===== config.mk =====
export PLATFORM = sky130hd
export DESIGN_NAME = pm0_ctrl
export DESIGN_NICKNAME = d
export VERILOG_FILES = /design/src/sv/pm0_pkg.sv /design/src/sv/pm0_ctrl.sv
export SDC_FILE = /design/constraint.sdc
export NUM_CORES = 1
export LEC_CHECK = 0
export BUFFER_PORTS_ARGS = -buffer_cell sky130_fd_sc_hd__clkbuf_2
export CAP_MARGIN = 20
export CORE_MARGIN = 2
export CORE_UTILIZATION = 30
export CTS_BUF_LIST = sky130_fd_sc_hd__clkbuf_8
export DETAILED_ROUTE_END_ITERATION = 16
export PLACE_DENSITY = 0.62
export REMOVE_ABC_BUFFERS = 1
export SLEW_MARGIN = 20
export SYNTH_ARGS = -nofsm -noshare
export SYNTH_HDL_FRONTEND = slang
export SYNTH_SLANG_ARGS = --single-unit

===== constraint.sdc =====
create_clock -name clk -period 2 [get_ports clk]
set_clock_uncertainty 0.2 [all_clocks]
set_input_delay 0.4 -clock clk [delete_from_list [all_inputs] [get_ports clk]]
set_output_delay 0.4 -clock clk [all_outputs]
set_load 0.02 [all_outputs]

===== src/sv/pm0_pkg.sv =====
package pm0_pkg;

    localparam int MEM_WORDS  = 512;
    localparam int ADDR_W     = $clog2(MEM_WORDS);
    localparam int DATA_W     = 32;
    localparam int PC_W       = 10;
    localparam int LEV_W      = 3;
    localparam int MAX_LEVELS = 7;
    localparam int NINS_W     = 8;

    // opcodes
    localparam logic [3:0] FN_LIT = 4'd1;
    localparam logic [3:0] FN_OPR = 4'd2;
    localparam logic [3:0] FN_LOD = 4'd3;
    localparam logic [3:0] FN_STO = 4'd4;
    localparam logic [3:0] FN_CAL = 4'd5;
    localparam logic [3:0] FN_INC = 4'd6;
    localparam logic [3:0] FN_JMP = 4'd7;
    localparam logic [3:0] FN_JPC = 4'd8;
    localparam logic [3:0] FN_SYS = 4'd9;

    // OPR selectors
    localparam logic [15:0] OPR_RET  = 16'd0;
    localparam logic [15:0] OPR_ADD  = 16'd1;
    localparam logic [15:0] OPR_SUB  = 16'd2;
    localparam logic [15:0] OPR_MUL  = 16'd3;
    localparam logic [15:0] OPR_DIV  = 16'd4;
    localparam logic [15:0] OPR_EQL  = 16'd5;
    localparam logic [15:0] OPR_NEQ  = 16'd6;
    localparam logic [15:0] OPR_LSS  = 16'd7;
    localparam logic [15:0] OPR_LEQ  = 16'd8;
    localparam logic [15:0] OPR_GTR  = 16'd9;
    localparam logic [15:0] OPR_GEQ  = 16'd10;
    localparam logic [15:0] OPR_EVEN = 16'd11;

    // SYS selectors
    localparam logic [15:0] SYS_OUT  = 16'd1;
    localparam logic [15:0] SYS_IN   = 16'd2;
    localparam logic [15:0] SYS_HALT = 16'd3;

    typedef enum logic [4:0] {
        S_CLEAR, S_IDLE, S_RD_TOP, S_RD_NXT, S_DECODE, S_WALK_RD, S_WALK_CAP,
        S_LOD_RD, S_LOD_CAP, S_RET_A, S_RET_B, S_RET_C, S_DIV_GO, S_DIV_WAIT,
        S_EXEC, S_CAL2, S_CAL3, S_RESP
    } state_t;

    typedef enum logic [2:0] {
        RD_SP, RD_SP1, RD_X, RD_LOD, RD_BPM1, RD_BPM2
    } rd_sel_t;

    typedef struct packed {
        logic    clr_we;
        logic    take_in;
        rd_sel_t rd_sel;
        logic    cap_top;
        logic    cap_nxt;
        logic    walk_dec;
        logic    cap_x;
        logic    cap_ld;
        logic    div_start;
        logic    commit;
        logic    cal2;
        logic    cal3;
    } pm0_cmd_t;

    typedef struct packed {
        logic [3:0]  func;
        logic [15:0] m;
        logic        walk_zero;
        logic        top_zero;
        logic        div_done;
        logic        halted;
        logic        clear_last;
    } pm0_status_t;

    // stack pointer after a restart for n loaded instructions
    function automatic logic [ADDR_W-1:0] init_sp(logic [NINS_W-1:0] n);
        logic [NINS_W+1:0] t3;
        t3 = (NINS_W+2)'(n) * (NINS_W+2)'(3);
        return ADDR_W'(0) - ADDR_W'(t3);
    endfunction

endpackage


===== src/sv/pm0_ctrl.sv =====
module pm0_ctrl (
    input  logic                 clk,
    input  logic                 rst_n,
    input  logic                 in_valid,
    input  logic                 out_ready,
    input  pm0_pkg::pm0_status_t status,
    output pm0_pkg::pm0_cmd_t    cmd,
    output logic                 in_ready,
    output logic                 res_valid
);
    pm0_pkg::state_t state_reg, state_next;
    logic            is_walk;
    pm0_pkg::state_t after_walk;

    assign is_walk = (status.func == pm0_pkg::FN_LOD) || (status.func == pm0_pkg::FN_STO) ||
                     (status.func == pm0_pkg::FN_CAL);
    assign after_walk = (status.func == pm0_pkg::FN_LOD) ? pm0_pkg::S_LOD_RD
                                                         : pm0_pkg::S_EXEC;

    // next state
    always_comb
    begin
        state_next = state_reg;
        unique case (state_reg)
            pm0_pkg::S_CLEAR:
                if (status.clear_last)
                    state_next = pm0_pkg::S_IDLE;
            pm0_pkg::S_IDLE:
                if (in_valid)
                    state_next = status.halted ? pm0_pkg::S_RESP : pm0_pkg::S_RD_TOP;
            pm0_pkg::S_RD_TOP:
                state_next = pm0_pkg::S_RD_NXT;
            pm0_pkg::S_RD_NXT:
                state_next = pm0_pkg::S_DECODE;
            pm0_pkg::S_DECODE:
            begin
                if (is_walk)
                    state_next = status.walk_zero ? after_walk : pm0_pkg::S_WALK_RD;
                else if (status.func == pm0_pkg::FN_OPR && status.m == pm0_pkg::OPR_RET)
                    state_next = pm0_pkg::S_RET_A;
                else if (status.func == pm0_pkg::FN_OPR && status.m == pm0_pkg::OPR_DIV &&
                         !status.top_zero)
                    state_next = pm0_pkg::S_DIV_GO;
                else
                    state_next = pm0_pkg::S_EXEC;
            end
            pm0_pkg::S_WALK_RD:
                state_next = pm0_pkg::S_WALK_CAP;
            pm0_pkg::S_WALK_CAP:
                state_next = status.walk_zero ? after_walk : pm0_pkg::S_WALK_RD;
            pm0_pkg::S_LOD_RD:
                state_next = pm0_pkg::S_LOD_CAP;
            pm0_pkg::S_LOD_CAP:
                state_next = pm0_pkg::S_EXEC;
            pm0_pkg::S_RET_A:
                state_next = pm0_pkg::S_RET_B;
            pm0_pkg::S_RET_B:
                state_next = pm0_pkg::S_RET_C;
            pm0_pkg::S_RET_C:
                state_next = pm0_pkg::S_EXEC;
            pm0_pkg::S_DIV_GO:
                state_next = pm0_pkg::S_DIV_WAIT;
            pm0_pkg::S_DIV_WAIT:
                if (status.div_done)
                    state_next = pm0_pkg::S_EXEC;
            pm0_pkg::S_EXEC:
                state_next = (status.func == pm0_pkg::FN_CAL) ? pm0_pkg::S_CAL2
                                                              : pm0_pkg::S_RESP;
            pm0_pkg::S_CAL2:
                state_next = pm0_pkg::S_CAL3;
            pm0_pkg::S_CAL3:
                state_next = pm0_pkg::S_RESP;
            pm0_pkg::S_RESP:
                if (out_ready)
                    state_next = pm0_pkg::S_IDLE;
            default:
                state_next = pm0_pkg::S_IDLE;
        endcase
    end

    // commands
    always_comb
    begin
        cmd       = '0;
        cmd.rd_sel = pm0_pkg::RD_SP;
        in_ready  = 1'b0;
        res_valid = 1'b0;
        unique case (state_reg)
            pm0_pkg::S_CLEAR:    cmd.clr_we = 1'b1;
            pm0_pkg::S_IDLE:
            begin
                in_ready    = 1'b1;
                cmd.take_in = in_valid;
            end
            pm0_pkg::S_RD_TOP:   cmd.rd_sel = pm0_pkg::RD_SP;
            pm0_pkg::S_RD_NXT:
            begin
                cmd.rd_sel  = pm0_pkg::RD_SP1;
                cmd.cap_top = 1'b1;
            end
            pm0_pkg::S_DECODE:   cmd.cap_nxt = 1'b1;
            pm0_pkg::S_WALK_RD:
            begin
                cmd.rd_sel   = pm0_pkg::RD_X;
                cmd.walk_dec = 1'b1;
            end
            pm0_pkg::S_WALK_CAP: cmd.cap_x = 1'b1;
            pm0_pkg::S_LOD_RD:   cmd.rd_sel = pm0_pkg::RD_LOD;
            pm0_pkg::S_LOD_CAP:  cmd.cap_ld = 1'b1;
            pm0_pkg::S_RET_A:    cmd.rd_sel = pm0_pkg::RD_BPM1;
            pm0_pkg::S_RET_B:
            begin
                cmd.rd_sel = pm0_pkg::RD_BPM2;
                cmd.cap_x  = 1'b1;
            end
            pm0_pkg::S_RET_C:    cmd.cap_ld = 1'b1;
            pm0_pkg::S_DIV_GO:   cmd.div_start = 1'b1;
            pm0_pkg::S_DIV_WAIT: ;
            pm0_pkg::S_EXEC:     cmd.commit = 1'b1;
            pm0_pkg::S_CAL2:     cmd.cal2 = 1'b1;
            pm0_pkg::S_CAL3:     cmd.cal3 = 1'b1;
            pm0_pkg::S_RESP:     res_valid = 1'b1;
            default: ;
        endcase
    end

    always_ff @(posedge clk or negedge rst_n)
    begin
        if (!rst_n)
            state_reg <= pm0_pkg::S_CLEAR;
        else
            state_reg <= state_next;
    end
endmodule


-- After elaboration in Yosys (flattened, before gate mapping)
Index checks and enable logic that the tools add are counted.
- register bits after elaboration: 5
- input bits: 29
- output and inout bits: 16
- logic and storage cells: 64
- equality and inequality tests: 26
- muxes and demuxes: 26
- reduce and logical (&&, ||, !) cells: 11
- operator list (kind ; count):
    5-bit one-hot mux with 17 select lines ; 1
    5-bit by 4-bit == test with 1-bit output (second input constant) ; 8
    5-bit two-way mux ; 6
    5-bit by 3-bit == test with 1-bit output (second input constant) ; 4
    16-bit by 3-bit == test with 1-bit output (second input constant) ; 1
    16-bit zero test ; 1
    3-bit one-hot mux with 5 select lines ; 1
    1-bit two-way mux ; 13
    4-bit two-way mux ; 3
    5-bit by 2-bit == test with 1-bit output (second input constant) ; 2
    5-bit == test (second input constant) ; 2
    4-bit by 2-bit == test with 1-bit output (second input constant) ; 2
    4-bit by 3-bit == test with 1-bit output (second input constant) ; 2
    2-bit inequality test (second input constant) ; 4
    5-bit by 1-bit == test with 1-bit output (second input constant) ; 1
    5-bit zero test ; 1
    4-bit AND reduction ; 1
    2-bit OR reduction ; 2
    1-bit logical AND ; 3
    3-bit two-way mux ; 1
    1-bit logical OR ; 2
    2-bit two-way mux ; 1
    1-bit zero test ; 1

-- Depth between registers and ports, before layout
Gate-level depths: netlist (run 1).
- depth after elaboration: 7
- gate-level depth with buffers: 7

-- Least setup slack after synthesis (run 1)
OpenSTA, ideal clock, no wires.
- path type: register to output
- from: reg state_reg[3]
- to: out cmd[4] (netlist bit)
- data arrival time: 1.570 ns
- required time: 1.400 ns
- path slack: -0.170 ns
- cell stages (with the launch flop): 5
- buffers on the path: 2
- path through: dfrtp_1 > buf_2 > clkbuf_1 > nand2b_1 > nor4_1
- RTL lines (element ; RTL line ; RTL):
    start, declared ; pm0_ctrl.sv:11 ; pm0_pkg::state_t state_reg, state_next;
    start signal, assigned ; pm0_ctrl.sv:130 ; state_reg <= pm0_pkg::S_CLEAR;
    start signal, assigned ; pm0_ctrl.sv:132 ; state_reg <= state_next;
    end, declared ; pm0_ctrl.sv:7 ; output pm0_pkg::pm0_cmd_t cmd,

==> impl_metrics.env, run 1 <==
export IMPL_drtPass1Iterations=4
export IMPL_run_status="complete, no violations"
export IMPL_cts_htree_levels=1
export IMPL_initialDrtViolationCount=21
export IMPL_worstPathMaxFanout=7
export IMPL_worst_slew_margin_rel_pct=73.5
export IMPL_timing_critical_path_slowest_stage_cell="dfrtp_2"
export IMPL_route_vias_total=1035
export IMPL_synth_ff_latch_count=5
export IMPL_power_density_nw_per_um2=1590
export IMPL_vias_per_cell=5.45
export IMPL_cts_root_buf="clkbuf_8"
export IMPL_path_clk_slew_ns=0.03
export IMPL_globalRoute_totalOverflow=0
export IMPL_die_y_um=54.8
export IMPL_report_final_setup_viol=0
export IMPL_worstPathCellList="and2b_2 -> nor4_4 -> buf_4"
export IMPL_ys_warn_count=0
export IMPL_insertedDiodeCount=0
export IMPL_timing_setup_critical_path_class="register to output pin"
export IMPL_start_kind="register"
export IMPL_row_count=18
export IMPL_rsz0062_at_grt="true"
export IMPL_layout_common_cells="clkbuf_2, buf_4, nor2_1, nand2_1, a21oi_1"
export IMPL_drc_errors=0
export IMPL_finalHoldViolCount=0
export IMPL_synthFlopType="dfrtp_1"
export IMPL_crit_path_end_kind="output pin"
export IMPL_layout_worst_path_cycle_share_pct=98.3
export IMPL_hp_class="input pin to register"
export IMPL_synth_area_um2=774
export IMPL_layout_drive_gt1_share_pct=54.4
export IMPL_grt_pass1_vias=950
export IMPL_synthesis_area_per_instance_um2=7.24
export IMPL_finalHoldWorstSlack_ns=0.265
export IMPL_wl_per_cell_um=13.3
export IMPL_design_final_nets=190
export IMPL_critical_path_top_delay_family="simple AND/OR/NAND/NOR gates"
export IMPL_cp_num_buf_inv=1
export IMPL_die_width_um=54.8
export IMPL_max_ffs_per_register=5
export IMPL_worst_ep_arrival_time_ns=1.37
export IMPL_die_area_um2=3000
export IMPL_dp_cells=182
export IMPL_global_route_wire_length_before_repair_mm=4.00
export IMPL_synthesis_instances=107
export IMPL_maxCapViolCount=0
export IMPL_io_buffer_count=44
export IMPL_cts_tree="built"
export IMPL_n_fill_cell=237
export IMPL_ant_nets=0
export IMPL_clk_latency_ns=0.23
export IMPL_vdd_ir_max_mv=0.701
export IMPL_grt_total_usage_pct=18.7
export IMPL_fin_util_pct=50.5
export IMPL_post_synth_num_cell_types=41
export IMPL_drt_total_wl_mm=2.53
export IMPL_dp_hpwl_mm=2.04
export IMPL_ctsLongestPathBuffers=2
export IMPL_number_of_antenna_violations_at_the_first_check_in_global_routing=0
export IMPL_fmaxAchievable_mhz=509
export IMPL_final_critical_path_time_including_i_o_delays_and_setup_ns=1.97
export IMPL_total_leakage_power_nw=0.579
export IMPL_place_congestion=0.898
export IMPL_tritoncts_buffer_count=3
export IMPL_final_instance_count_excl_fill=190
export IMPL_tightestPinTransition_ns=0.388
export IMPL_synth_edff_count=0
export IMPL_initial_core_util_pct=31.5
export IMPL_floorplan_core_area_um2=2450
export IMPL_timing_final_max_slew_violations=0
export IMPL_worst_path_largest_cell_delay_ns=0.44
export IMPL_grt_start_max_net_pins=9
export IMPL_mostFrequentLayoutCell="clkbuf_2"
export IMPL_worst_ep_required_time_ns=1.40
export IMPL_tritoncts_num_sinks=5
export IMPL_syn2layout_area_growth_pct=59.9
export IMPL_asyncSetResetFlopFracSynth_pct=100
export IMPL_design_portCount=45
export IMPL_synth_seq_area_share_pct=16.2
[area by class of cell]
cell class	instances	area, µm²	area share [%]
inverters	6	22.5	1.82
multi-input cells	88	654	52.8
repair buffers	57	348	28.1
flip-flops and latches	5	131	10.6
clock buffers	3	41.3	3.33
clock inverters	1	3.75	0.303
well taps	30	37.5	3.03
[cells by family (layout without fill, tap and decap cells)]
group	after synthesis	in the layout	share of synthesized area (%)
buffers and inverters	14	67	9.85
DFF	5	5	16.2
and+or+nand+nor	56	56	42.0
muxes	1	1	1.45
AOI/OAI and AO/OA	31	31	30.5
[timing repair]
item | CTS | global route
cloned | 0 | 0
hold buffers | 1 | 0
buffers inserted | 2 | 1
hold endpoints to repair | 5 | 0
endpoints found under the setup margin | 13 | 15
pin swaps | 1 | 5
resized for setup | 20 | 27
[metrics by stage]
step | setup TNS [ns] | cell area, µm² | setup WS, ns | total power [mW]
after detailed placement | -0.0717 | 1050 | -0.0707 | 1.50
after floorplan | -0.156 | 721 | -0.0718 | 1.07
final | 0 | 1240 | 0.0342 | 1.97
after global placement | 0 | 1050 | 0.0185 | 1.50
after global routing | -0.0281 | 1240 | -0.0105 | 2.12
after CTS | -0.0360 | 1180 | -0.0360 | 1.85
[where the power goes]
group          switching (mW)  internal (mW)
Combinational           0.818          0.691
Clock                  0.0543          0.132
Sequential              0.111          0.167
[tightest hold or removal path, cell delays in order]
cell	delay (ns)
clkbuf_2	0.08
inv_1	0.04
a22o_1	0.13
[layer usage]
metal  up-vias  wire length, µm  track usage, %
li1        505                -               -
met1       475             1100            23.5
met2        51             1200            31.2
met3         4              184            3.28
met4         0               52            7.92
met5         -                0               0
[synthesized netlist by cell type, types with 3 or more instances]
master    number  area (µm²)
nor2_1        10        37.5
nor2b_1        8        50.1
a21oi_1        7        35.0
nand2_1        7        26.3
nor4_1         7        43.8
inv_1          6        22.5
dfrtp_1        5         125
o21ai_0        5        25.0
buf_2          4        20.0
nand2b_1       4        25.0
nor3_1         4        20.0
a211o_1        3        26.3
and2_1         3        18.8
[worst paths after layout]
check / start / to / slack (ns) / cells after the start
worst max-delay path: state_reg[1] / cmd[4] / 0.03 / 3
worst min-delay path: out_ready / state_reg[4] / 0.27 / 3
worst max register to register: state_reg[1] / state_reg[1] / 0.10 / 5
worst min register to register: state_reg[1] / state_reg[0] / 0.55 / 3
max in group asynchronous: rst_n / state_reg[1] / 1.14 / 2
min in group asynchronous: rst_n / state_reg[0] / 0.32 / 2
No activity file was read; power rests on OpenSTA's default activity.
==> run 2: changes to the inputs <==
--- a/config.mk
+++ b/config.mk
@@ -12,6 +12,7 @@
 export CTS_BUF_LIST = sky130_fd_sc_hd__clkbuf_8
 export DETAILED_ROUTE_END_ITERATION = 16
 export PLACE_DENSITY = 0.62
+export RECOVER_POWER = 100
 export REMOVE_ABC_BUFFERS = 1
 export SLEW_MARGIN = 20
 export SYNTH_ARGS = -nofsm -noshare
==> constraint.sdc (replaced) <==
create_clock -name clk -period 1.9 [get_ports clk]
set_clock_uncertainty 0.2 [all_clocks]
set_input_delay 0.38 -clock clk [delete_from_list [all_inputs] [get_ports clk]]
set_output_delay 0.38 -clock clk [all_outputs]
set_load 0.02 [all_outputs]
==> impl_metrics.env, run 2 (synthesis results as in run 1) <==
export IMPL_timing_setup_critical_path_class="register to output pin"
export IMPL_tritoncts_buffer_count=3
export IMPL_met2_length_mm=1.37
export IMPL_place_congestion=0.874
export IMPL_ctsLongestPathBuffers=2
export IMPL_max_ffs_per_register=5
export IMPL_die_width_um=54.8
export IMPL_timing_reg2reg_setup_slack_ns=-0.03
export IMPL_power_switching_mw=1.17
export IMPL_insertedDiodeCount=0
export IMPL_top_layer="met4"
export IMPL_grt_total_usage_pct=18.5
export IMPL_run_status="finished, violations left"
export IMPL_met3WireLength_um=226
export IMPL_critical_path_top_delay_family="simple AND/OR/NAND/NOR gates"
export IMPL_drt_total_wl_mm=2.80
export IMPL_floorplan_core_area_um2=2450
export IMPL_clk_latency_ns=0.21
export IMPL_layout_worst_path_cycle_share_pct=108
export IMPL_dp_hpwl_mm=2.10
export IMPL_ant_nets=0
export IMPL_finalHoldWorstSlack_ns=0.246
export IMPL_cts_htree_levels=1
export IMPL_drtPass1Iterations=4
export IMPL_finalHoldViolCount=0
export IMPL_hp_class="input pin to register"
export IMPL_layout_drive_gt1_share_pct=61.2
export IMPL_timing_critical_path_slowest_stage_cell="dfrtp_2"
export IMPL_report_final_setup_viol=14
export IMPL_multi_input_logic_area_um2=712
export IMPL_design_portCount=45
export IMPL_tightestPinTransition_ns=0.439
export IMPL_io_buffer_count=44
export IMPL_failed_checks="negative setup slack"
export IMPL_initial_core_util_pct=31.5
export IMPL_number_of_antenna_violations_at_the_first_check_in_global_routing=0
export IMPL_route_layer_met1_wl_mm=1.18
export IMPL_mostFrequentLayoutCell="clkbuf_2"
export IMPL_dp_worst_setup_slack_ns=-0.0907
export IMPL_dp_cells=188
export IMPL_maxCapViolCount=0
export IMPL_fin_ws_ns=-0.156
export IMPL_cts_tree="built"
export IMPL_power_combinational_fraction_pct=79.6
export IMPL_path_clk_slew_ns=0.04
export IMPL_die_y_um=54.8
export IMPL_cts_root_buf="clkbuf_8"
export IMPL_wl_per_cell_um=14.0
export IMPL_initialDrtViolationCount=24
export IMPL_final_instance_count_excl_fill=200
export IMPL_global_route_wire_length_before_repair_mm=4.11
export IMPL_vias_per_cell=5.55
export IMPL_row_count=18
export IMPL_n_fill_cell=225
export IMPL_fmaxAchievable_mhz=486
export IMPL_design_final_nets=200
export IMPL_grt_start_max_net_pins=11
export IMPL_vdd_ir_max_mv=0.966
export IMPL_power_share_sequential_pct=13.1
export IMPL_power_density_nw_per_um2=1740
export IMPL_syn2layout_area_growth_pct=86.4
export IMPL_crit_path_end_kind="output pin"
export IMPL_grt_pass1_vias=974
export IMPL_layout_common_cells="clkbuf_2, buf_4, buf_6, inv_1, nor2_1"
export IMPL_drc_errors=0
export IMPL_swShare_pct=46.7
export IMPL_worst_ep_required_time_ns=1.32
export IMPL_globalRoute_totalOverflow=0
export IMPL_seq_area_um2=131
export IMPL_cp_num_buf_inv=2
export IMPL_placedInstanceArea_um2=1100
export IMPL_rsz0062_at_grt="true"
export IMPL_die_area_um2=3000
export IMPL_internal_power_mw=1.34
export IMPL_timing_final_max_slew_violations=0
export IMPL_setup_total_negative_slack_ns=-0.994
export IMPL_start_kind="register"
export IMPL_pnr_total_power_mw=2.51
export IMPL_finalInstanceArea_um2=1440
export IMPL_worstPathCellList="buf_6 -> and2b_2 -> nor2_4 -> nor3_2 -> buf_4"
export IMPL_worst_path_largest_cell_delay_ns=0.43
export IMPL_worst_ep_arrival_time_ns=1.48
export IMPL_total_leakage_power_nw=0.657
export IMPL_p_clk_share_pct=7.3
export IMPL_fin_util_pct=58.8
export IMPL_worst_slew_margin_rel_pct=70.0
export IMPL_final_critical_path_time_including_i_o_delays_and_setup_ns=2.06
export IMPL_route_vias_total=1109
export IMPL_tritoncts_num_sinks=5
export IMPL_worstPathMaxFanout=5
-- run 2: area by class of cell --
class | count | share of cell area [%]
Sequential cell | 5 | 9.10
Inverter | 6 | 1.56
Clock buffer | 3 | 2.86
Clock inverter | 1 | 0.260
Timing Repair Buffer | 67 | 34.3
Multi-Input combinational cell | 88 | 49.3
Tap cell | 30 | 2.60
-- run 2: power groups by stage --
stage,Sequential [mW],Clock [mW],Combinational [mW]
floorplan,0.310,0,0.817
global placement,0.268,0,1.45
detailed placement,0.268,0,1.45
CTS,0.293,0.185,1.61
global route,0.330,0.192,2.14
finish,0.327,0.183,2.00
-- run 2: worst paths after layout --
path	from	depth (start not counted)	end
min in group asynchronous	rst_n	2	state_reg[0]
hold reg to reg	state_reg[2]	2	state_reg[0]
hold / removal	out_ready	3	state_reg[4]
setup / recovery	state_reg[0]	5	cmd[11]
max in group asynchronous	rst_n	2	state_reg[3]
setup reg to reg	state_reg[1]	6	state_reg[1]
-- run 2: worst reg2reg max path: cells and delay by family (launching register included) --
family,cells,cell delay (ns)
flops,1,0.46
simple gates,1,0.24
buf+inv,1,0.15
compound gates,4,0.77
-- run 2: routing by layer --
layer,vias up,track usage (%)
met2,60,33.3
met4,0,2.08
met5,-,0
met1,518,23.2
li1,527,-
met3,4,3.28
-- run 2: repair_timing --
item / 4_1_cts / 5_1_grt
hold buffers: 1 / 0
pin swaps: 2 / 9
endpoints found under the setup margin: 15 / 19
gates resized for setup: 27 / 54
hold endpoints to repair: 5 / 0
buffers inserted: 2 / 5
==> run 3: changes to the inputs <==
==> constraint.sdc (replaced) <==
create_clock -name clk -period 1.9 [get_ports clk]
set_clock_uncertainty 0.2 [all_clocks]
set_input_delay 0.285 -clock clk [delete_from_list [all_inputs] [get_ports clk]]
set_output_delay 0.285 -clock clk [all_outputs]
set_load 0.02 [all_outputs]
==> impl_metrics.env, run 3 (synthesis results as in run 1) <==
export IMPL_ant_nets=0
export IMPL_cts_htree_levels=1
export IMPL_design_portCount=45
export IMPL_fmaxAchievable_mhz=513
export IMPL_grt_start_max_net_pins=11
export IMPL_total_leakage_power_nw=0.599
export IMPL_design_final_nets=195
export IMPL_run_status="finished, violations left"
export IMPL_die_width_um=54.8
export IMPL_worstPathMaxFanout=5
export IMPL_clk_latency_ns=0.22
export IMPL_dp_worst_setup_slack_ns=-0.00269
export IMPL_cts_tree="built"
export IMPL_floorplan_core_area_um2=2450
export IMPL_layout_common_cells="clkbuf_2, buf_4, nor2_1, inv_1, nor4_1"
export IMPL_final_instance_count_excl_fill=195
export IMPL_power_switching_mw=1.09
export IMPL_report_final_setup_viol=7
export IMPL_final_critical_path_time_including_i_o_delays_and_setup_ns=1.95
export IMPL_tritoncts_num_sinks=5
export IMPL_timing_hold_worst_path_depth=3
export IMPL_io_buffer_count=44
export IMPL_worst_ep_required_time_ns=1.41
export IMPL_initialDrtViolationCount=37
export IMPL_wl_per_cell_um=15.2
export IMPL_failed_checks="negative setup slack"
export IMPL_worst_hold_startpoint="out_ready"
export IMPL_timing_setup_critical_path_class="register to output pin"
export IMPL_die_area_um2=3000
export IMPL_power_density_nw_per_um2=1720
export IMPL_mostFrequentLayoutCell="clkbuf_2"
export IMPL_number_of_antenna_violations_at_the_first_check_in_global_routing=0
export IMPL_path_clk_slew_ns=0.03
export IMPL_min_delay_worst_endpoint="state_reg[4]"
export IMPL_worst_slew_margin_rel_pct=68.3
export IMPL_insertedDiodeCount=0
export IMPL_grt_pass1_vias=980
export IMPL_layout_worst_path_cycle_share_pct=103
export IMPL_hp_class="input pin to register"
export IMPL_row_count=18
export IMPL_crit_path_end_kind="output pin"
export IMPL_rsz0062_at_grt="true"
export IMPL_place_congestion=0.987
export IMPL_drc_errors=0
export IMPL_grt_total_usage_pct=19.3
export IMPL_cts_root_buf="clkbuf_8"
export IMPL_globalRoute_totalOverflow=0
export IMPL_start_kind="register"
export IMPL_critical_path_reg2reg_endpoint="state_reg[0]"
export IMPL_met3WireLength_um=295
export IMPL_drtPass1Iterations=4
export IMPL_ctsLongestPathBuffers=2
export IMPL_finalHoldViolCount=0
export IMPL_power_share_sequential_pct=12.7
export IMPL_dp_hpwl_mm=2.10
export IMPL_drt_total_wl_mm=2.96
export IMPL_power_combinational_fraction_pct=78.6
export IMPL_reg2reg_from="state_reg[0]"
export IMPL_layout_drive_gt1_share_pct=55.8
export IMPL_vias_per_cell=5.71
export IMPL_finalInstanceArea_um2=1280
export IMPL_die_y_um=54.8
export IMPL_placedInstanceArea_um2=1050
export IMPL_vdd_ir_max_mv=0.889
export IMPL_setup_total_negative_slack_ns=-0.167
export IMPL_worst_ep_arrival_time_ns=1.46
export IMPL_internal_power_mw=1.11
export IMPL_fin_ws_ns=-0.0484
export IMPL_n_fill_cell=238
export IMPL_max_ffs_per_register=5
export IMPL_timing_final_max_slew_violations=0
export IMPL_ff2ff_path_depth=7
export IMPL_tritoncts_buffer_count=3
export IMPL_route_layer_met1_wl_mm=1.16
export IMPL_top_layer="met4"
export IMPL_dp_cells=183
export IMPL_p_clk_share_pct=8.7
export IMPL_met2_length_mm=1.45
export IMPL_swShare_pct=49.7
export IMPL_initial_core_util_pct=31.5
export IMPL_timing_reg2reg_setup_slack_ns=-0.02
export IMPL_route_vias_total=1113
export IMPL_global_route_wire_length_before_repair_mm=4.17
export IMPL_syn2layout_area_growth_pct=65.1
export IMPL_tightestPinTransition_ns=0.471
export IMPL_maxCapViolCount=0
==> run 3: final cells by class <==
| type | count | area (µm²) | area share (%) |
|---|---|---|---|
| clock buffers | 3 | 41.3 | 3.23 |
| clock inverters | 1 | 3.75 | 0.294 |
| inverters | 6 | 22.5 | 1.76 |
| multi-input cells | 88 | 651 | 50.9 |
| flip-flops and latches | 5 | 129 | 10.1 |
| well taps | 30 | 37.5 | 2.94 |
| repair buffers | 62 | 394 | 30.8 |
==> run 3: worst max path at each step <==
stage                  from            to  slack, ns
2_1_floorplan  state_reg[2]        cmd[4]      -0.06
3_3_place_gp   state_reg[1]       cmd[12]       0.04
3_5_place_dp   state_reg[1]  state_reg[1]     -0.003
4_1_cts        state_reg[0]       cmd[13]      -0.06
5_1_grt        state_reg[0]        cmd[5]       -0.1
6_report       state_reg[0]        cmd[5]      -0.05
==> run 3: power groups by stage <==
| stage | sequential (mW) | combinational [mW] | clock [mW] |
|---|---|---|---|
| detailed placement | 0.262 | 1.35 | 0 |
| finish | 0.280 | 1.73 | 0.193 |
| global route | 0.286 | 1.87 | 0.204 |
| floorplan | 0.310 | 0.817 | 0 |
| CTS | 0.269 | 1.51 | 0.198 |
| global placement | 0.262 | 1.35 | 0 |
==> run 3: worst max-delay path, stage by stage (launching register included) <==
cell	delay, ns
dfrtp_1	0.41
buf_6	0.16
or3b_4	0.40
a21oi_2	0.13
buf_6	0.13
==> run 3: timing repair <==
| action | CTS | global route |
|---|---|---|
| endpoints found under the hold margin | 5 | 0 |
| endpoints found under the setup margin | 15 | 18 |
| hold buffers | 1 | 0 |
| buffers inserted | 6 | 1 |
| resized for setup | 15 | 39 |
| pin swaps | 1 | 2 |
==> run 3: per-stage QoR <==
step                      utilization [%]  power [mW]  hold WS, ns
final                                52.1        2.20        0.151
after detailed placement             42.9        1.61      -0.0932
after CTS                            48.7        1.97        0.152
after global routing                 52.1        2.36        0.173
after floorplan                         -        1.13       -0.211
after global placement               42.9        1.61      -0.0954
==> run 3: metal layers <==
metal | up-vias | GRT usage [%]
li1 | 511 | -
met1 | 511 | 23.8
met2 | 85 | 34.5
met3 | 6 | 2.46
met4 | 0 | 5.83
met5 | - | 0
